**config.mk**
```make
export PLATFORM = sky130hd
export DESIGN_NAME = framebuffer_damage_window
export DESIGN_NICKNAME = d
export VERILOG_FILES = /design/src/rtl/core/fbdw_pkg.sv /design/src/rtl/core/fbdw_fifo.sv /design/src/rtl/core/fbdw_front.sv /design/src/rtl/core/fbdw_back.sv /design/src/rtl/core/framebuffer_damage_window.sv
export SDC_FILE = /design/constraint.sdc
export NUM_CORES = 1
export LEC_CHECK = 0
export BUFFER_PORTS_ARGS = -buffer_cell sky130_fd_sc_hd__buf_4
export CORE_MARGIN = 4
export CORE_UTILIZATION = 55
export CTS_BUF_LIST = sky130_fd_sc_hd__clkbuf_8
export DETAILED_ROUTE_END_ITERATION = 8
export HOLD_SLACK_MARGIN = 0.15
export PLACE_DENSITY = 0.74
export SYNTH_ARGS = -nofsm -noshare
export SYNTH_HDL_FRONTEND = slang
export SYNTH_SLANG_ARGS = --single-unit
export TNS_END_PERCENT = 10
```
**constraint.sdc**
```tcl
create_clock -name clk -period 13.75 [get_ports clk]
set_input_delay 3.4375 -clock clk [delete_from_list [all_inputs] [get_ports clk]]
set_output_delay 3.4375 -clock clk [all_outputs]
set_load 0.02 [all_outputs]
```
**src/rtl/core/fbdw_pkg.sv**
```systemverilog
package fbdw_pkg;

	localparam int WIDTH_W        = 12;
	localparam int HEIGHT_W       = 12;
	localparam int ROW_BYTES_W    = 10;
	localparam int PAD_W          = 8;
	localparam int WIN_SIZE_W     = 13;
	localparam int DEF_MAX_ROW_BYTES = 512;
	localparam int DEF_MAX_ROWS      = 4096;
	localparam int QUEUE_DEPTH    = 2;

	typedef enum logic [1:0] {
		REG_WIDTH_PX  = 2'd0,
		REG_HEIGHT_PX = 2'd1,
		REG_ROW_BYTES = 2'd2,
		REG_PAD_PX    = 2'd3
	} reg_idx_t;

	typedef struct packed {
		logic [7:0] new_byte;
		logic [7:0] old_byte;
	} in_item_t;

	typedef struct packed {
		logic                  window_valid;
		logic [WIDTH_W-1:0]    window_x;
		logic [HEIGHT_W-1:0]   window_y;
		logic [WIN_SIZE_W-1:0] window_w;
		logic [WIN_SIZE_W-1:0] window_h;
	} out_item_t;

	typedef struct packed {
		logic [WIDTH_W-1:0]     width_px;
		logic [HEIGHT_W-1:0]    height_eff;
		logic [ROW_BYTES_W-1:0] row_bytes_eff;
		logic [PAD_W-1:0]       pad_px;
	} geom_t;

	typedef struct packed {
		logic                   seen;
		logic [ROW_BYTES_W-1:0] least;
		logic [ROW_BYTES_W-1:0] greatest;
		logic [HEIGHT_W-1:0]    first;
		logic [HEIGHT_W-1:0]    last;
	} summary_t;

endpackage

```
**src/rtl/core/fbdw_fifo.sv**
```systemverilog
module fbdw_fifo import fbdw_pkg::*; #(
	parameter int WIDTH = 8,
	parameter int DEPTH = QUEUE_DEPTH
) (
	input  logic             clk,
	input  logic             arst_n,
	input  logic             wr_en,
	input  logic [WIDTH-1:0] wr_data,
	input  logic             rd_en,
	output logic [WIDTH-1:0] rd_data,
	output logic             full,
	output logic             empty
);

	localparam int PTR_W = (DEPTH > 1) ? $clog2(DEPTH) : 1;
	localparam int CNT_W = $clog2(DEPTH + 1);

	logic [WIDTH-1:0] mem_q [DEPTH];
	logic [PTR_W-1:0] wr_ptr_q, rd_ptr_q;
	logic [CNT_W-1:0] count_q;
	logic             do_wr, do_rd;

	assign full    = (count_q == CNT_W'(DEPTH));
	assign empty   = (count_q == '0);
	assign do_wr   = wr_en && !full;
	assign do_rd   = rd_en && !empty;
	assign rd_data = mem_q[rd_ptr_q];

	function automatic logic [PTR_W-1:0] bump(input logic [PTR_W-1:0] p);
		bump = (p == PTR_W'(DEPTH - 1)) ? '0 : p + 1'b1;
	endfunction

	always_ff @(posedge clk) begin
		if (do_wr) begin
			mem_q[wr_ptr_q] <= wr_data;
		end
	end

	always_ff @(posedge clk or negedge arst_n) begin
		if (!arst_n) begin
			wr_ptr_q <= '0;
			rd_ptr_q <= '0;
			count_q  <= '0;
		end else begin
			if (do_wr) begin
				wr_ptr_q <= bump(wr_ptr_q);
			end
			if (do_rd) begin
				rd_ptr_q <= bump(rd_ptr_q);
			end
			if (do_wr && !do_rd) begin
				count_q <= count_q + 1'b1;
			end else if (do_rd && !do_wr) begin
				count_q <= count_q - 1'b1;
			end
		end
	end

endmodule

```
**src/rtl/core/fbdw_front.sv**
```systemverilog
module fbdw_front import fbdw_pkg::*; (
	input  logic     clk,
	input  logic     arst_n,
	input  geom_t    geom,
	input  logic     in_valid,
	input  in_item_t in_item,
	output logic     sum_push,
	output summary_t sum_data
);

	logic [ROW_BYTES_W-1:0] col_q, least_q, greatest_q;
	logic [HEIGHT_W-1:0]    row_q, first_q, last_q;
	logic                   seen_q;

	summary_t               nxt;
	logic                   differ, row_end, frame_end;

	assign differ    = (in_item.new_byte != in_item.old_byte);
	assign row_end   = ({1'b0, col_q} + 1'b1) >= {1'b0, geom.row_bytes_eff};
	assign frame_end = row_end && (({1'b0, row_q} + 1'b1) >= {1'b0, geom.height_eff});

	always_comb begin
		nxt.seen     = seen_q;
		nxt.least    = least_q;
		nxt.greatest = greatest_q;
		nxt.first    = first_q;
		nxt.last     = last_q;
		if (differ) begin
			if (!seen_q) begin
				nxt.least    = col_q;
				nxt.greatest = col_q;
				nxt.first    = row_q;
			end else begin
				if (col_q < least_q) begin
					nxt.least = col_q;
				end
				if (col_q > greatest_q) begin
					nxt.greatest = col_q;
				end
				if (row_q < first_q) begin
					nxt.first = row_q;
				end
			end
			nxt.last = row_q;
			nxt.seen = 1'b1;
		end
	end

	assign sum_push = in_valid && frame_end;
	assign sum_data = nxt;

	always_ff @(posedge clk or negedge arst_n) begin
		if (!arst_n) begin
			col_q      <= '0;
			row_q      <= '0;
			least_q    <= '0;
			greatest_q <= '0;
			first_q    <= '0;
			last_q     <= '0;
			seen_q     <= 1'b0;
		end else if (in_valid) begin
			if (frame_end) begin
				col_q      <= '0;
				row_q      <= '0;
				least_q    <= geom.row_bytes_eff;
				greatest_q <= '0;
				first_q    <= geom.height_eff;
				last_q     <= '0;
				seen_q     <= 1'b0;
			end else begin
				least_q    <= nxt.least;
				greatest_q <= nxt.greatest;
				first_q    <= nxt.first;
				last_q     <= nxt.last;
				seen_q     <= nxt.seen;
				if (row_end) begin
					col_q <= '0;
					row_q <= row_q + 1'b1;
				end else begin
					col_q <= col_q + 1'b1;
				end
			end
		end
	end

endmodule

```
**src/rtl/core/fbdw_back.sv**
```systemverilog
module fbdw_back import fbdw_pkg::*; (
	input  logic      clk,
	input  logic      arst_n,
	input  geom_t     geom,
	input  logic      sum_empty,
	input  summary_t  sum_data,
	output logic      sum_pop,
	input  logic      pop,
	output logic      empty,
	output out_item_t result
);

	logic                   valid_s1, bad_s1;
	logic [ROW_BYTES_W-1:0] x0_s1, x1_s1;
	logic [HEIGHT_W-1:0]    y0_s1, y1_s1;

	logic [5:0]             padb;
	logic [ROW_BYTES_W:0]   gsum;
	logic [HEIGHT_W:0]      lsum;
	logic [ROW_BYTES_W-1:0] x0, x1;
	logic [HEIGHT_W-1:0]    y0, y1;
	logic                   bad;

	logic                   out_full, out_push;
	out_item_t              win;
	logic [WIDTH_W:0]       px_x;
	logic [ROW_BYTES_W:0]   span;
	logic [WIDTH_W+2:0]     px_w, px_end;
	logic [HEIGHT_W:0]      rows;

	assign padb = 6'(({1'b0, geom.pad_px} + 9'd7) >> 3);
	assign gsum = {1'b0, sum_data.greatest} + (ROW_BYTES_W + 1)'(padb);
	assign lsum = {1'b0, sum_data.last} + (HEIGHT_W + 1)'(geom.pad_px);

	always_comb begin
		x0 = (sum_data.least > ROW_BYTES_W'(padb)) ? sum_data.least - ROW_BYTES_W'(padb) : '0;
		x1 = (gsum < {1'b0, geom.row_bytes_eff}) ? gsum[ROW_BYTES_W-1:0]
		                                         : geom.row_bytes_eff - 1'b1;
		y0 = (sum_data.first > HEIGHT_W'(geom.pad_px))
		   ? sum_data.first - HEIGHT_W'(geom.pad_px) : '0;
		y1 = (lsum < {1'b0, geom.height_eff}) ? lsum[HEIGHT_W-1:0]
		                                      : geom.height_eff - 1'b1;
		bad = !sum_data.seen || (geom.width_px == '0) || (geom.height_eff == '0)
		   || (geom.row_bytes_eff == '0);
	end

	assign out_push = valid_s1 && !out_full;
	assign sum_pop  = !sum_empty && (!valid_s1 || !out_full);

	always_ff @(posedge clk or negedge arst_n) begin
		if (!arst_n) begin
			valid_s1 <= 1'b0;
		end else if (!valid_s1 || !out_full) begin
			valid_s1 <= !sum_empty;
		end
	end

	always_ff @(posedge clk) begin
		if (sum_pop) begin
			bad_s1 <= bad;
			x0_s1  <= x0;
			x1_s1  <= x1;
			y0_s1  <= y0;
			y1_s1  <= y1;
		end
	end

	always_comb begin
		px_x   = {x0_s1, 3'b000};
		span   = {1'b0, x1_s1} - {1'b0, x0_s1} + 1'b1;
		px_w   = (WIDTH_W + 3)'({span, 3'b000});
		px_end = (WIDTH_W + 3)'(px_x) + px_w;
		rows   = {1'b0, y1_s1} - {1'b0, y0_s1} + 1'b1;
		win    = '0;
		if (!bad_s1 && (x1_s1 >= x0_s1) && (y1_s1 >= y0_s1)
		    && (px_x < {1'b0, geom.width_px})) begin
			win.window_valid = 1'b1;
			win.window_x     = px_x[WIDTH_W-1:0];
			win.window_y     = y0_s1;
			win.window_h     = rows;
			if (px_end > (WIDTH_W + 3)'(geom.width_px)) begin
				win.window_w = WIN_SIZE_W'(geom.width_px - px_x[WIDTH_W-1:0]);
			end else begin
				win.window_w = px_w[WIN_SIZE_W-1:0];
			end
		end
	end

	fbdw_fifo #(
		.WIDTH ($bits(out_item_t)),
		.DEPTH (QUEUE_DEPTH)
	) u_out_fifo (
		.clk     (clk),
		.arst_n  (arst_n),
		.wr_en   (out_push),
		.wr_data (win),
		.rd_en   (pop),
		.rd_data (result),
		.full    (out_full),
		.empty   (empty)
	);

endmodule

```
**src/rtl/core/framebuffer_damage_window.sv**
```systemverilog
// Damage window finder. Byte pairs of the new and previous frame are
// transferred in raster order, one per clock, with no bubbles: full rises only
// when the two-entry frame summary queue backs up, which takes several frames
// ending without the result side draining. The block counts columns and rows
// itself; the transfer of the last byte of a frame queues a bounding-box
// summary, and the padded, clamped window is offered on result through a
// two-entry output queue (summary queue, one compute stage, output queue).
// Registers are written through the APB-style port at byte addresses 0, 4,
// 8 and 12 and must only change while no frame is in flight.
module framebuffer_damage_window import fbdw_pkg::*; #(
	parameter int MAX_ROW_BYTES = DEF_MAX_ROW_BYTES,
	parameter int MAX_ROWS      = DEF_MAX_ROWS
) (
	input  logic        clk,
	input  logic        arst_n,
	input  logic        psel,
	input  logic        penable,
	input  logic        pwrite,
	input  logic [3:0]  paddr,
	input  logic [31:0] pwdata,
	output logic [31:0] prdata,
	output logic        pready,
	input  logic        push,
	output logic        full,
	input  in_item_t    item,
	output logic        empty,
	input  logic        pop,
	output out_item_t   result
);

	localparam int RowCap    = (MAX_ROW_BYTES > 1023) ? 1023 : MAX_ROW_BYTES;
	localparam int HeightCap = (MAX_ROWS > 4095) ? 4095 : MAX_ROWS;

	logic [WIDTH_W-1:0]     width_px_q;
	logic [HEIGHT_W-1:0]    height_px_q;
	logic [ROW_BYTES_W-1:0] row_bytes_q;
	logic [PAD_W-1:0]       pad_px_q;
	reg_idx_t               reg_idx;

	geom_t                  geom;
	logic                   in_valid, sum_push, sum_pop, sum_empty;
	summary_t               sum_wr, sum_rd;

	assign pready  = 1'b1;
	assign reg_idx = reg_idx_t'(paddr[3:2]);

	always_ff @(posedge clk or negedge arst_n) begin
		if (!arst_n) begin
			width_px_q  <= '0;
			height_px_q <= '0;
			row_bytes_q <= '0;
			pad_px_q    <= '0;
		end else if (psel && penable && pwrite) begin
			case (reg_idx)
				REG_WIDTH_PX:  width_px_q  <= pwdata[WIDTH_W-1:0];
				REG_HEIGHT_PX: height_px_q <= pwdata[HEIGHT_W-1:0];
				REG_ROW_BYTES: row_bytes_q <= pwdata[ROW_BYTES_W-1:0];
				REG_PAD_PX:    pad_px_q    <= pwdata[PAD_W-1:0];
				default:       ;
			endcase
		end
	end

	always_comb begin
		case (reg_idx)
			REG_WIDTH_PX:  prdata = 32'(width_px_q);
			REG_HEIGHT_PX: prdata = 32'(height_px_q);
			REG_ROW_BYTES: prdata = 32'(row_bytes_q);
			REG_PAD_PX:    prdata = 32'(pad_px_q);
			default:       prdata = '0;
		endcase
	end

	always_comb begin
		geom.width_px      = width_px_q;
		geom.pad_px        = pad_px_q;
		geom.row_bytes_eff = (32'(row_bytes_q) > 32'(MAX_ROW_BYTES))
		                   ? ROW_BYTES_W'(RowCap) : row_bytes_q;
		geom.height_eff    = (32'(height_px_q) > 32'(MAX_ROWS))
		                   ? HEIGHT_W'(HeightCap) : height_px_q;
	end

	assign in_valid = push && !full;

	fbdw_front u_front (
		.clk      (clk),
		.arst_n   (arst_n),
		.geom     (geom),
		.in_valid (in_valid),
		.in_item  (item),
		.sum_push (sum_push),
		.sum_data (sum_wr)
	);

	fbdw_fifo #(
		.WIDTH ($bits(summary_t)),
		.DEPTH (QUEUE_DEPTH)
	) u_sum_fifo (
		.clk     (clk),
		.arst_n  (arst_n),
		.wr_en   (sum_push),
		.wr_data (sum_wr),
		.rd_en   (sum_pop),
		.rd_data (sum_rd),
		.full    (full),
		.empty   (sum_empty)
	);

	fbdw_back u_back (
		.clk       (clk),
		.arst_n    (arst_n),
		.geom      (geom),
		.sum_empty (sum_empty),
		.sum_data  (sum_rd),
		.sum_pop   (sum_pop),
		.pop       (pop),
		.empty     (empty),
		.result    (result)
	);

endmodule
```
==> flow_results.xml, run 1 <==
<?xml version="1.0" encoding="UTF-8"?>
<metrics>
  <group name="logic_synthesis">
    <metric name="synth.cell_area" unit="sq um">21500</metric>
    <metric name="synth_area_per_cell" unit="sq um">11.0</metric>
    <metric name="yosys_most_used_dff" unit="">sky130_fd_sc_hd__edfxtp_1</metric>
    <metric name="synth_top_cells_by_count" unit="">sky130_fd_sc_hd__edfxtp_1 (231), sky130_fd_sc_hd__ha_1 (191), sky130_fd_sc_hd__inv_1 (168)</metric>
    <metric name="synth.most_common_cell" unit="">sky130_fd_sc_hd__edfxtp_1</metric>
    <metric name="synth_top_cell_area_share" unit="%">32.3</metric>
    <metric name="synth_top_cells_by_area" unit="">sky130_fd_sc_hd__edfxtp_1 (32%), sky130_fd_sc_hd__dfrtp_1 (14%), sky130_fd_sc_hd__ha_1 (11%)</metric>
    <metric name="seq_area_frac_synth" unit="%">46.0</metric>
    <metric name="synthArstFlopShare" unit="%">33.8</metric>
    <metric name="synth_warnings" unit="">0</metric>
    <metric name="yosys.area.top_type" unit="">sky130_fd_sc_hd__edfxtp_1</metric>
    <metric name="syn-instance-count" unit="">1953</metric>
    <metric name="synth-edff-count" unit="">231</metric>
    <metric name="yosys.cell_types.count" unit="">82</metric>
    <metric name="synth.ff_latch_count" unit="">349</metric>
  </group>
  <group name="place">
    <metric name="hpwl_detailed" unit="um">37700</metric>
    <metric name="gp_congestion" unit="">0.924</metric>
    <metric name="port-buffer-count" unit="">98</metric>
  </group>
  <group name="drt">
    <metric name="drt-initial-drc-count" unit="">1095</metric>
    <metric name="wl_per_cell" unit="um">18.9</metric>
    <metric name="vias" unit="">15200</metric>
    <metric name="drtPass1Iterations" unit="">7</metric>
    <metric name="residual_drc" unit="">0</metric>
    <metric name="detail_route.wirelength" unit="um">49500</metric>
    <metric name="avgViaCountPerCell" unit="">5.80</metric>
    <metric name="postRouteAntennaNets" unit="">0</metric>
  </group>
  <group name="timing">
    <metric name="unrepaired_setup_endpoints_after_global_routing" unit="">no</metric>
    <metric name="fin_skew" unit="ns">0.0229</metric>
    <metric name="fmax" unit="GHz">0.125</metric>
    <metric name="finalSetupViolCount" unit="">0</metric>
    <metric name="hold_viol_final" unit="">0</metric>
    <metric name="maxSlewHeadroom" unit="%">15.8</metric>
    <metric name="hold_ws" unit="ns">0.482</metric>
    <metric name="period_minus_slack" unit="ns">7.97</metric>
    <metric name="timing_worst_slew_pin_value" unit="ns">1.26</metric>
    <metric name="finalSetupTns" unit="ns">0</metric>
    <metric name="fin_crit_sh" unit="%">58.0</metric>
    <metric name="timing_max_transition_violations_final" unit="">0</metric>
  </group>
  <group name="global_route">
    <metric name="number_of_antenna_violations_at_the_first_check_in_global_routing" unit="">0</metric>
    <metric name="grt_first_pass_wirelength" unit="um">78900</metric>
    <metric name="grt_util_met1" unit="%">31.0</metric>
    <metric name="grt_use_met2" unit="%">39.0</metric>
    <metric name="grtUsageTotal" unit="%">23.3</metric>
    <metric name="grtUsageMet3" unit="%">3.69</metric>
    <metric name="grt_pass1_vias" unit="">15200</metric>
    <metric name="globalRoute.totalOverflow" unit="">0</metric>
    <metric name="maximum_number_of_pins_on_one_net_before_global_route_repair" unit="">67</metric>
    <metric name="grt.busiest_layer" unit="">met2</metric>
  </group>
  <group name="worst_setup_path">
    <metric name="worstSetupPathType" unit="">in2out</metric>
    <metric name="critical_path_source" unit="">paddr[2]</metric>
    <metric name="cp_launch_type" unit="">primary input</metric>
    <metric name="r2r_slack" unit="ns">7.79</metric>
    <metric name="r2r-end" unit="">u_back.y1_s1[5]</metric>
    <metric name="worstSetupEndpointType" unit="">primary output</metric>
    <metric name="crit_fanout" unit="">17</metric>
    <metric name="worst-endpoint-arrival" unit="ns">4.53</metric>
    <metric name="worstRegToRegCells" unit="">17</metric>
    <metric name="setup.worst_path.end" unit="">prdata[5]</metric>
    <metric name="reg2reg_from" unit="">u_sum_fifo.rd_ptr_q</metric>
    <metric name="worst-endpoint-required" unit="ns">10.31</metric>
  </group>
  <group name="worst_hold_path">
    <metric name="holdCritPathClass" unit="">reg2reg</metric>
  </group>
  <group name="finish">
    <metric name="final_layout_size_suffix_gt1_share" unit="%">16.9</metric>
    <metric name="final_core_utilization" unit="%">61.2</metric>
    <metric name="signed_area_change_from_the_synthesized_netlist_to_the_final_layout" unit="%">10.1</metric>
    <metric name="antenna-diode-count" unit="">0</metric>
    <metric name="final_nets" unit="">2324</metric>
  </group>
  <group name="clock_tree">
    <metric name="cts.sink_count" unit="">349</metric>
    <metric name="ctsResizeCount" unit="">0</metric>
    <metric name="cts_max_level" unit="">2</metric>
    <metric name="clk_transition_reported_paths" unit="ns">0.06</metric>
    <metric name="cts_inserted_buffers" unit="">55</metric>
    <metric name="cts_root_buffer" unit="">sky130_fd_sc_hd__clkbuf_8</metric>
    <metric name="post_cts.repair.setup_buffers" unit="">0</metric>
    <metric name="cts.hold.buffers_added" unit="">0</metric>
    <metric name="worst_skew_pair.late_latency" unit="ns">0.61</metric>
    <metric name="cts.path.max_buffers" unit="">3</metric>
    <metric name="clock_tree_from_tritoncts" unit="">done</metric>
  </group>
  <group name="outcome">
    <metric name="outcome" unit="">complete, no violations</metric>
  </group>
  <group name="floorplan">
    <metric name="die_area" unit="sq um">42300</metric>
    <metric name="design.portCount" unit="">145</metric>
    <metric name="standard_cell_core_area" unit="sq um">38600</metric>
    <metric name="die_height" unit="um">206</metric>
    <metric name="floorplan.initialDensity" unit="%">55.6</metric>
    <metric name="die_width" unit="um">206</metric>
    <metric name="row_count" unit="">72</metric>
  </group>
  <group name="flow_run">
    <metric name="max_cap_viol_count" unit="">0</metric>
  </group>
</metrics>
per-layer routing:
layer / wire [um] / part of all wire, % / vias to the layer above
li1: - / - / 7239
met1: 21400 / 43 / 7419
met2: 23700 / 48 / 465
met3: 2930 / 5.9 / 82
met4: 1550 / 3.1 / 0
met5: 0 / 0 / -
registers in the layout, indices dropped and copies added, names as in the netlist, 2 cells and up:
signal and cells:
u_front.col_q 10, u_sum_fifo.count_q 2, pad_px_q 8, u_front.least_q 10
height_px_q 12, row_bytes_q 10, u_back.u_out_fifo.mem_q 96, u_back.x1_s1 10
width_px_q 12, u_back.x0_s1 10, u_front.last_q 12, u_back.u_out_fifo.count_q 2
u_back.y0_s1 12, u_front.row_q 12, u_front.first_q 12, u_sum_fifo.mem_q 90
u_back.y1_s1 12, u_front.greatest_q 10
logic make-up after synthesis:
kind of cell	after synthesis	synth area share, %
AOI/OAI and AO/OA	347	10.9
xor gates and xnor gates	107	4.36
adders and majority gates	208	12.7
buffers and inverters	256	5.10
DFF	349	46.0
muxes	183	9.88
other	2	0.0350
and+or+nand+nor	501	11.0
area by class of cell:
type	instances	area, sq um
clock buffer	59	812
clock inverter	44	215
fill	3073	15000
inverter	168	631
multi-input combinational	1370	10600
sequential	349	9890
tap	518	648
timing repair buffer	113	848
through the flow:
step	instance area, sq um	setup slack [ns]	cells
5_1_grt	23700	5.76	2621
2_1_floorplan	21600	5.48	1975
6_report	23700	5.78	2621
3_3_place_gp	22600	5.80	2518
3_5_place_dp	22600	5.79	2518
4_1_cts	23700	5.79	2621
worst min-delay path by stage:
stage | start | to | cells after the start
2_1_floorplan | u_front.last_q[0] | u_front.last_q[0] | 2
3_3_place_gp | u_front.last_q[9] | u_front.last_q[9] | 2
3_5_place_dp | u_front.last_q[3] | u_front.last_q[3] | 2
4_1_cts | u_front.last_q[3] | u_front.last_q[3] | 2
5_1_grt | u_front.last_q[1] | u_front.last_q[1] | 2
6_report | u_front.last_q[3] | u_front.last_q[3] | 2
worst max-delay path: stages:
cell                     delay [ns]
sky130_fd_sc_hd__buf_4         0.27
sky130_fd_sc_hd__mux4_2        0.62
sky130_fd_sc_hd__buf_4         0.19
layout by cell type, fill, tap and decap left out, types with 12 or more instances in the layout:
cell	n
sky130_fd_sc_hd__ha_1	191
sky130_fd_sc_hd__xor2_1	29
sky130_fd_sc_hd__nand2_1	151
sky130_fd_sc_hd__nand3_1	53
sky130_fd_sc_hd__and3_1	13
sky130_fd_sc_hd__clkbuf_8	59
sky130_fd_sc_hd__inv_1	195
sky130_fd_sc_hd__buf_4	113
sky130_fd_sc_hd__dfrtp_1	116
sky130_fd_sc_hd__o21ai_0	121
sky130_fd_sc_hd__o31ai_1	13
sky130_fd_sc_hd__nor2_1	115
sky130_fd_sc_hd__nand2b_1	19
sky130_fd_sc_hd__a221o_1	12
sky130_fd_sc_hd__conb_1	24
sky130_fd_sc_hd__mux2i_1	41
sky130_fd_sc_hd__a21oi_1	63
sky130_fd_sc_hd__edfxtp_1	231
sky130_fd_sc_hd__xnor2_1	78
sky130_fd_sc_hd__mux2_2	132
sky130_fd_sc_hd__nor3_1	53
sky130_fd_sc_hd__nor2b_1	29
sky130_fd_sc_hd__a21o_1	24
sky130_fd_sc_hd__fa_1	17
Power of run 1 is left out: the tool's default activity adds up to more than one toggle a clock period on the data nets, which glitch-free logic cannot reach.
==> run 2, diff against run 1 <==
--- a/config.mk
+++ b/config.mk
@@ -5,13 +5,14 @@
 export SDC_FILE = /design/constraint.sdc
 export NUM_CORES = 1
 export LEC_CHECK = 0
+export ABC_AREA = 1
 export BUFFER_PORTS_ARGS = -buffer_cell sky130_fd_sc_hd__buf_4
 export CORE_MARGIN = 4
 export CORE_UTILIZATION = 55
 export CTS_BUF_LIST = sky130_fd_sc_hd__clkbuf_8
 export DETAILED_ROUTE_END_ITERATION = 8
 export HOLD_SLACK_MARGIN = 0.15
-export PLACE_DENSITY = 0.74
+export PLACE_DENSITY = 0.76
 export SYNTH_ARGS = -nofsm -noshare
 export SYNTH_HDL_FRONTEND = slang
 export SYNTH_SLANG_ARGS = --single-unit
==> constraint.sdc (replaced) <==
create_clock -name clk -period 7.2 [get_ports clk]
set_input_delay 1.8 -clock clk [delete_from_list [all_inputs] [get_ports clk]]
set_output_delay 1.8 -clock clk [all_outputs]
set_load 0.02 [all_outputs]
==> run 2 against run 1 <==
  * Worst setup slack worse by 3.9 ns
  * Register-to-register slack worse by 5.9 ns
  * Critical path depth up 25
  * First-iteration DRC count up 20%
  * Via count up 15%
  * Core utilization up 0.82 points
  * Synthesized area up 2.0%
  * Cell count up 24%
  * Routed wire length up 8.8%
  * Largest cell class unchanged
  * Global-route usage up 1.1 points
==> flow_results.xml, run 2 <==
<?xml version="1.0" encoding="UTF-8"?>
<metrics>
  <group name="outcome">
    <metric name="outcome" unit="">complete, no violations</metric>
  </group>
  <group name="timing">
    <metric name="fmax" unit="GHz">0.188</metric>
    <metric name="fin_crit_sh" unit="%">73.7</metric>
    <metric name="timing_max_transition_violations_final" unit="">0</metric>
    <metric name="maxSlewHeadroom" unit="%">41.2</metric>
    <metric name="period_minus_slack" unit="ns">5.31</metric>
    <metric name="finalSetupViolCount" unit="">0</metric>
    <metric name="timing_worst_slew_pin_value" unit="ns">0.881</metric>
    <metric name="hold_viol_final" unit="">0</metric>
    <metric name="unrepaired_setup_endpoints_after_global_routing" unit="">no</metric>
    <metric name="finalSetupTns" unit="ns">0</metric>
    <metric name="fin_skew" unit="ns">0.0446</metric>
  </group>
  <group name="floorplan">
    <metric name="die_width" unit="um">208</metric>
    <metric name="die_area" unit="sq um">43100</metric>
    <metric name="row_count" unit="">72</metric>
    <metric name="standard_cell_core_area" unit="sq um">39000</metric>
    <metric name="floorplan.initialDensity" unit="%">56.2</metric>
    <metric name="design.portCount" unit="">145</metric>
    <metric name="die_height" unit="um">208</metric>
  </group>
  <group name="clock_tree">
    <metric name="worst_skew_pair.late_latency" unit="ns">0.65</metric>
    <metric name="cts.path.max_buffers" unit="">3</metric>
    <metric name="cts_inserted_buffers" unit="">55</metric>
    <metric name="clk_transition_reported_paths" unit="ns">0.06</metric>
    <metric name="cts.hold.buffers_added" unit="">0</metric>
    <metric name="cts_max_level" unit="">2</metric>
    <metric name="post_cts.repair.setup_buffers" unit="">0</metric>
    <metric name="ctsResizeCount" unit="">0</metric>
    <metric name="cts_root_buffer" unit="">sky130_fd_sc_hd__clkbuf_8</metric>
    <metric name="cts.sink_count" unit="">349</metric>
    <metric name="clock_tree_from_tritoncts" unit="">done</metric>
  </group>
  <group name="finish">
    <metric name="max_flop_register" unit="">u_back.u_out_fifo.mem_q</metric>
    <metric name="layout.cells.most_common" unit="">sky130_fd_sc_hd__nand2_1</metric>
    <metric name="antenna-diode-count" unit="">0</metric>
    <metric name="flip_flop_count_of_the_largest_register_after_layout" unit="">96</metric>
    <metric name="layout.filler_cells" unit="">3275</metric>
    <metric name="final_layout_size_suffix_gt1_share" unit="%">8.56</metric>
    <metric name="reg.largest.list" unit="">u_back.u_out_fifo.mem_q: 96 flops, u_sum_fifo.mem_q: 90 flops</metric>
    <metric name="layout_common_cells" unit="">sky130_fd_sc_hd__nand2_1 (758), sky130_fd_sc_hd__inv_1 (363), sky130_fd_sc_hd__edfxtp_1 (231), sky130_fd_sc_hd__ha_1 (191), sky130_fd_sc_hd__nor2_1 (159)</metric>
    <metric name="signed_area_change_from_the_synthesized_netlist_to_the_final_layout" unit="%">10.4</metric>
    <metric name="final_nets" unit="">2942</metric>
  </group>
  <group name="logic_synthesis">
    <metric name="synth.most_common_cell" unit="">sky130_fd_sc_hd__nand2_1</metric>
    <metric name="synth.cell_area" unit="sq um">21900</metric>
    <metric name="synthArstFlopShare" unit="%">33.8</metric>
    <metric name="synth_top_cells_by_area" unit="">sky130_fd_sc_hd__edfxtp_1 (32%), sky130_fd_sc_hd__dfrtp_1 (13%), sky130_fd_sc_hd__nand2_1 (13%)</metric>
    <metric name="synth_top_cells_by_count" unit="">sky130_fd_sc_hd__nand2_1 (758), sky130_fd_sc_hd__inv_1 (339), sky130_fd_sc_hd__edfxtp_1 (231)</metric>
    <metric name="synth_area_per_cell" unit="sq um">8.52</metric>
    <metric name="synth.ff_latch_count" unit="">349</metric>
    <metric name="synth_warnings" unit="">0</metric>
    <metric name="synth-edff-count" unit="">231</metric>
    <metric name="syn-instance-count" unit="">2572</metric>
    <metric name="yosys.area.top_type" unit="">sky130_fd_sc_hd__edfxtp_1</metric>
    <metric name="yosys_most_used_dff" unit="">sky130_fd_sc_hd__edfxtp_1</metric>
    <metric name="synth_top_cell_area_share" unit="%">31.6</metric>
    <metric name="seq_area_frac_synth" unit="%">45.1</metric>
    <metric name="yosys.cell_types.count" unit="">57</metric>
  </group>
  <group name="worst_setup_path">
    <metric name="largest_stage_delay_on_the_critical_path" unit="ns">0.61</metric>
    <metric name="worstSetupPathType" unit="">reg2reg</metric>
    <metric name="worst-endpoint-arrival" unit="ns">5.76</metric>
    <metric name="critical-path-top-cell-by-count" unit="">sky130_fd_sc_hd__nand2_1</metric>
    <metric name="worstSetupEndpointType" unit="">flip-flop</metric>
    <metric name="slowest_stage_cell_crit_path" unit="">sky130_fd_sc_hd__nor3_2</metric>
    <metric name="cp_launch_type" unit="">flip-flop</metric>
    <metric name="crit_fanout" unit="">13</metric>
    <metric name="worst-endpoint-required" unit="ns">7.66</metric>
  </group>
  <group name="worst_hold_path">
    <metric name="holdCritPathClass" unit="">reg2reg</metric>
  </group>
  <group name="global_route">
    <metric name="maximum_number_of_pins_on_one_net_before_global_route_repair" unit="">66</metric>
    <metric name="grt_first_pass_wirelength" unit="um">86800</metric>
    <metric name="globalRoute.totalOverflow" unit="">0</metric>
    <metric name="grtUsageTotal" unit="%">24.4</metric>
    <metric name="number_of_antenna_violations_at_the_first_check_in_global_routing" unit="">1</metric>
    <metric name="grt_pass1_vias" unit="">17200</metric>
  </group>
  <group name="drt">
    <metric name="drt-initial-drc-count" unit="">1318</metric>
    <metric name="postRouteAntennaNets" unit="">0</metric>
    <metric name="wl_per_cell" unit="um">16.6</metric>
    <metric name="detail_route.wirelength" unit="um">53900</metric>
    <metric name="avgViaCountPerCell" unit="">5.42</metric>
    <metric name="drtPass1Iterations" unit="">5</metric>
    <metric name="residual_drc" unit="">0</metric>
    <metric name="vias" unit="">17600</metric>
  </group>
  <group name="flow_run">
    <metric name="max_cap_viol_count" unit="">0</metric>
  </group>
  <group name="place">
    <metric name="hpwl_detailed" unit="um">41000</metric>
    <metric name="gp_congestion" unit="">0.935</metric>
    <metric name="port-buffer-count" unit="">98</metric>
  </group>
</metrics>
## run 2: cell count changes in the layout (fill, tap and decap cells not counted), sizes merged, moves of 34 or more
| cell | change |
|---|---|
| nor2 | +49 |
| mux2i | -34 |
| xnor2 | -54 |
| nand2 | +613 |
| nand3 | +83 |
| a21oi | +35 |
| xor2 | +42 |
| o21ai | +37 |
| inv | +176 |
| mux2 | -132 |
## run 2: routing by layer
layer  vias to the layer above  GRT usage (%)  routed length, um
met3                       114           4.20               3580
met4                         2           7.75               1690
met2                       576           40.3              25100
li1                       8584              -                  -
met5                         -              0                 50
met1                      8285           33.3              23400
## run 2: area by class of cell
class                           count  area, sq um  area share (%)
Timing Repair Buffer              113          848            3.50
Inverter                          349         1310            5.41
Multi-Input combinational cell   1807        10400            42.8
Clock buffer                       57          785            3.24
Sequential cell                   349         9890            40.9
Clock inverter                     47          367            1.51
Tap cell                          518          648            2.68
## run 2: cells by family (layout without fill, tap and decap cells)
| family | Yosys count | in the layout | synth area share, % |
|---|---|---|---|
| mux | 7 | 7 | 0.320 |
| buf+inv | 438 | 566 | 8.16 |
| fa+ha+maj | 208 | 208 | 12.5 |
| other cells | 2 | 24 | 0.0343 |
| simple gates | 1153 | 1153 | 22.0 |
| compound gates | 320 | 320 | 8.15 |
| xor+xnor | 95 | 95 | 3.80 |
| flops | 349 | 349 | 45.1 |
## run 2: per-stage QoR
step / util (%) / hold slack (ns) / instance area [sq um] / cells / setup slack [ns]
after CTS: 62.1 / 0.478 / 24200 / 3240 / 1.85
after global placement: 59.1 / 0.454 / 23100 / 3136 / 1.92
final: 62.1 / 0.473 / 24200 / 3240 / 1.89
after floorplan: - / 0.442 / 22000 / 2594 / 2.48
after global routing: 62.1 / 0.497 / 24200 / 3240 / 1.35
after detailed placement: 59.1 / 0.464 / 23100 / 3136 / 1.87
## run 2: worst paths after layout
check	cells past startpoint	startpoint	slack [ns]	end
worst max-delay path	28	u_back.x0_s1[4]	1.89	u_back.u_out_fifo.mem_q[1][22]
worst min-delay path	2	u_front.last_q[3]	0.47	u_front.last_q[3]
worst max register to register	28	u_back.x0_s1[4]	1.89	u_back.u_out_fifo.mem_q[1][22]
worst min register to register	2	u_front.last_q[3]	0.47	u_front.last_q[3]
max in group asynchronous	2	arst_n	4.58	row_bytes_q[4]
min in group asynchronous	1	arst_n	1.23	u_front.col_q[6]
## run 2: worst max-delay path: cells and delay by family, from the launching register on
family | cells | cell delay, ns
compound gates | 5 | 0.94
xor+xnor | 2 | 0.42
fa+ha+maj | 4 | 1.33
buf+inv | 5 | 0.52
flops | 1 | 0.50
simple gates | 12 | 1.43
Power of run 2 is left out for the same reason.
==> run 3, diff against run 2 <==
--- a/config.mk
+++ b/config.mk
@@ -5,7 +5,7 @@
 export SDC_FILE = /design/constraint.sdc
 export NUM_CORES = 1
 export LEC_CHECK = 0
-export ABC_AREA = 1
+export ABC_AREA = 0
 export BUFFER_PORTS_ARGS = -buffer_cell sky130_fd_sc_hd__buf_4
 export CORE_MARGIN = 4
 export CORE_UTILIZATION = 55
==> constraint.sdc (replaced) <==
create_clock -name clk -period 4.88 [get_ports clk]
set_input_delay 1.22 -clock clk [delete_from_list [all_inputs] [get_ports clk]]
set_output_delay 1.22 -clock clk [all_outputs]
set_load 0.02 [all_outputs]
==> run 3 against run 2 <==
  * Cell count is 18% lower
  * Routed wire length is 6.3% lower
  * Clock skew is 0.0095 ns lower
  * Fmax is 13% higher
  * Largest cell class unchanged
  * Count of clock-buffer cells in the layout is 10 higher
  * Flip-flop and latch count stayed put
  * Global-route usage is 0.54 points lower
==> flow_results.xml, run 3 (synthesis gave the netlist of run 1 again) <==
<?xml version="1.0" encoding="UTF-8"?>
<metrics>
  <group name="timing">
    <metric name="fin_skew" unit="ns">0.0351</metric>
    <metric name="hold_viol_final" unit="">0</metric>
    <metric name="maxSlewHeadroom" unit="%">22.3</metric>
    <metric name="timing_worst_slew_pin_value" unit="ns">1.16</metric>
    <metric name="period_minus_slack" unit="ns">4.70</metric>
    <metric name="fin_crit_sh" unit="%">96.2</metric>
    <metric name="fmax" unit="GHz">0.213</metric>
    <metric name="finalSetupViolCount" unit="">0</metric>
    <metric name="timing_max_transition_violations_final" unit="">0</metric>
    <metric name="hold_ws" unit="ns">0.483</metric>
    <metric name="unrepaired_setup_endpoints_after_global_routing" unit="">yes</metric>
  </group>
  <group name="worst_setup_path">
    <metric name="critical_path_source" unit="">u_back.x1_s1[1]</metric>
    <metric name="r2r-end" unit="">u_back.u_out_fifo.mem_q[1][22]</metric>
    <metric name="worstRegToRegCells" unit="">21</metric>
    <metric name="setup.worst_path.end" unit="">u_back.u_out_fifo.mem_q[1][22]</metric>
    <metric name="r2r_slack" unit="ns">0.18</metric>
    <metric name="worstSetupEndpointType" unit="">flip-flop</metric>
    <metric name="worst-endpoint-required" unit="ns">5.34</metric>
    <metric name="worst-endpoint-arrival" unit="ns">5.16</metric>
    <metric name="reg2reg_from" unit="">u_back.x1_s1[1]</metric>
    <metric name="cp_launch_type" unit="">flip-flop</metric>
    <metric name="crit_fanout" unit="">13</metric>
    <metric name="worstSetupPathType" unit="">reg2reg</metric>
  </group>
  <group name="global_route">
    <metric name="grtUsageTotal" unit="%">23.9</metric>
    <metric name="grt_pass1_vias" unit="">15200</metric>
    <metric name="number_of_antenna_violations_at_the_first_check_in_global_routing" unit="">0</metric>
    <metric name="globalRoute.totalOverflow" unit="">0</metric>
    <metric name="grt_first_pass_wirelength" unit="um">80500</metric>
    <metric name="maximum_number_of_pins_on_one_net_before_global_route_repair" unit="">70</metric>
  </group>
  <group name="drt">
    <metric name="drt-initial-drc-count" unit="">1290</metric>
    <metric name="avgViaCountPerCell" unit="">5.77</metric>
    <metric name="wl_per_cell" unit="um">19.1</metric>
    <metric name="drtPass1Iterations" unit="">8</metric>
    <metric name="detail_route.wirelength" unit="um">50500</metric>
    <metric name="postRouteAntennaNets" unit="">0</metric>
    <metric name="vias" unit="">15300</metric>
    <metric name="residual_drc" unit="">0</metric>
  </group>
  <group name="floorplan">
    <metric name="standard_cell_core_area" unit="sq um">38600</metric>
    <metric name="die_width" unit="um">206</metric>
    <metric name="design.portCount" unit="">145</metric>
    <metric name="floorplan.initialDensity" unit="%">55.6</metric>
    <metric name="die_height" unit="um">206</metric>
    <metric name="row_count" unit="">72</metric>
    <metric name="die_area" unit="sq um">42300</metric>
  </group>
  <group name="finish">
    <metric name="final_layout_size_suffix_gt1_share" unit="%">18.5</metric>
    <metric name="layout.cells.most_common" unit="">sky130_fd_sc_hd__edfxtp_1</metric>
    <metric name="final_nets" unit="">2345</metric>
    <metric name="max_flop_register" unit="">u_back.u_out_fifo.mem_q</metric>
    <metric name="flip_flop_count_of_the_largest_register_after_layout" unit="">96</metric>
    <metric name="signed_area_change_from_the_synthesized_netlist_to_the_final_layout" unit="%">11.6</metric>
    <metric name="layout_common_cells" unit="">sky130_fd_sc_hd__edfxtp_1 (231), sky130_fd_sc_hd__ha_1 (189), sky130_fd_sc_hd__inv_1 (188), sky130_fd_sc_hd__nand2_1 (151), sky130_fd_sc_hd__mux2_2 (132)</metric>
    <metric name="reg.largest.list" unit="">u_back.u_out_fifo.mem_q: 96 flops, u_sum_fifo.mem_q: 90 flops</metric>
    <metric name="antenna-diode-count" unit="">0</metric>
  </group>
  <group name="clock_tree">
    <metric name="cts.path.max_buffers" unit="">3</metric>
    <metric name="cts.sink_count" unit="">349</metric>
    <metric name="clk_transition_reported_paths" unit="ns">0.06</metric>
    <metric name="worst_skew_pair.late_latency" unit="ns">0.65</metric>
    <metric name="cts.hold.buffers_added" unit="">0</metric>
    <metric name="cts_inserted_buffers" unit="">55</metric>
    <metric name="cts_max_level" unit="">2</metric>
    <metric name="cts_root_buffer" unit="">sky130_fd_sc_hd__clkbuf_8</metric>
    <metric name="clock_tree_from_tritoncts" unit="">done</metric>
  </group>
  <group name="worst_hold_path">
    <metric name="holdCritPathClass" unit="">reg2reg</metric>
    <metric name="min_from" unit="">u_front.last_q[3]</metric>
  </group>
  <group name="place">
    <metric name="gp_congestion" unit="">0.925</metric>
    <metric name="port-buffer-count" unit="">98</metric>
    <metric name="hpwl_detailed" unit="um">38300</metric>
  </group>
  <group name="outcome">
    <metric name="outcome" unit="">complete, no violations</metric>
  </group>
  <group name="flow_run">
    <metric name="max_cap_viol_count" unit="">0</metric>
  </group>
</metrics>
[run 3: cell count changes in the layout (fill, tap and decap cells not counted), moves of 42 or more]
cell | previous run | this run
sky130_fd_sc_hd__nand2_1 | 758 | 151
sky130_fd_sc_hd__inv_1 | 363 | 188
sky130_fd_sc_hd__mux2_2 | 0 | 132
sky130_fd_sc_hd__nand3_1 | 132 | 53
sky130_fd_sc_hd__xnor2_1 | 24 | 77
sky130_fd_sc_hd__nor2_1 | 159 | 115
sky130_fd_sc_hd__xor2_1 | 71 | 29
[run 3: worst min-delay path by stage]
stage                     slack (ns)                 end  depth (start not counted)
after global placement          0.46  u_front.last_q[10]                          2
after global routing            0.51   u_front.last_q[3]                          2
final                           0.48   u_front.last_q[3]                          2
after CTS                       0.49   u_front.last_q[3]                          2
after floorplan                 0.44   u_front.last_q[0]                          2
after detailed placement        0.47   u_front.last_q[5]                          2
[run 3: through the flow]
step	util (%)	TNS [ns]	cell area, sq um	cells	setup WS [ns]
final	62.1	0	24000	2643	0.184
after global routing	62.1	-2.50	24000	2643	-0.137
after CTS	61.9	0	23900	2639	0.00202
after detailed placement	59.0	-0.0945	22800	2535	-0.0472
after global placement	59.0	0	22800	2535	0.0637
after floorplan	-	-2.92	21600	1975	-0.319
[run 3: critical path, cell delays in order (launching register included)]
cell	delay, ns
sky130_fd_sc_hd__edfxtp_1	0.40
sky130_fd_sc_hd__inv_1	0.08
sky130_fd_sc_hd__ha_1	0.24
sky130_fd_sc_hd__inv_1	0.06
sky130_fd_sc_hd__ha_1	0.16
sky130_fd_sc_hd__inv_1	0.06
sky130_fd_sc_hd__fa_1	0.40
sky130_fd_sc_hd__o21bai_1	0.19
sky130_fd_sc_hd__a21oi_1	0.12
sky130_fd_sc_hd__o21ai_1	0.20
sky130_fd_sc_hd__nor2_1	0.10
sky130_fd_sc_hd__xnor2_2	0.16
sky130_fd_sc_hd__ha_2	0.21
sky130_fd_sc_hd__o41ai_2	0.46
sky130_fd_sc_hd__xnor2_1	0.15
sky130_fd_sc_hd__ha_1	0.31
sky130_fd_sc_hd__nand3_1	0.09
sky130_fd_sc_hd__nor4_1	0.19
sky130_fd_sc_hd__o21ai_1	0.17
sky130_fd_sc_hd__a2111oi_4	0.29
sky130_fd_sc_hd__buf_12	0.20
sky130_fd_sc_hd__mux2i_2	0.29
[run 3: timing repair]
action,4_1_cts,5_1_grt
cloned,0,0
pin swaps,0,3
hold endpoints to repair,0,0
resized for setup,1,12
setup endpoints to repair,2,46
setup buffers,0,4
[run 3: layout make-up]
cell class / count / area (sq um)
clock buffers: 67 / 922
clock inverters: 37 / 186
fillers: 3072 / 14700
inverters: 168 / 631
multi-input cells: 1370 / 10700
flip-flops and latches: 349 / 9890
well taps: 518 / 648
repair buffers: 134 / 1050
[run 3: layer usage]
metal | global-route usage (%) | wire length (um) | up-vias
li1 | - | - | 7270
met1 | 32.4 | 21900 | 7389
met2 | 39.1 | 23600 | 507
met3 | 4.05 | 3500 | 91
met4 | 8.33 | 1570 | 0
met5 | 0 | 0 | -
Power of run 3 is left out for the same reason.
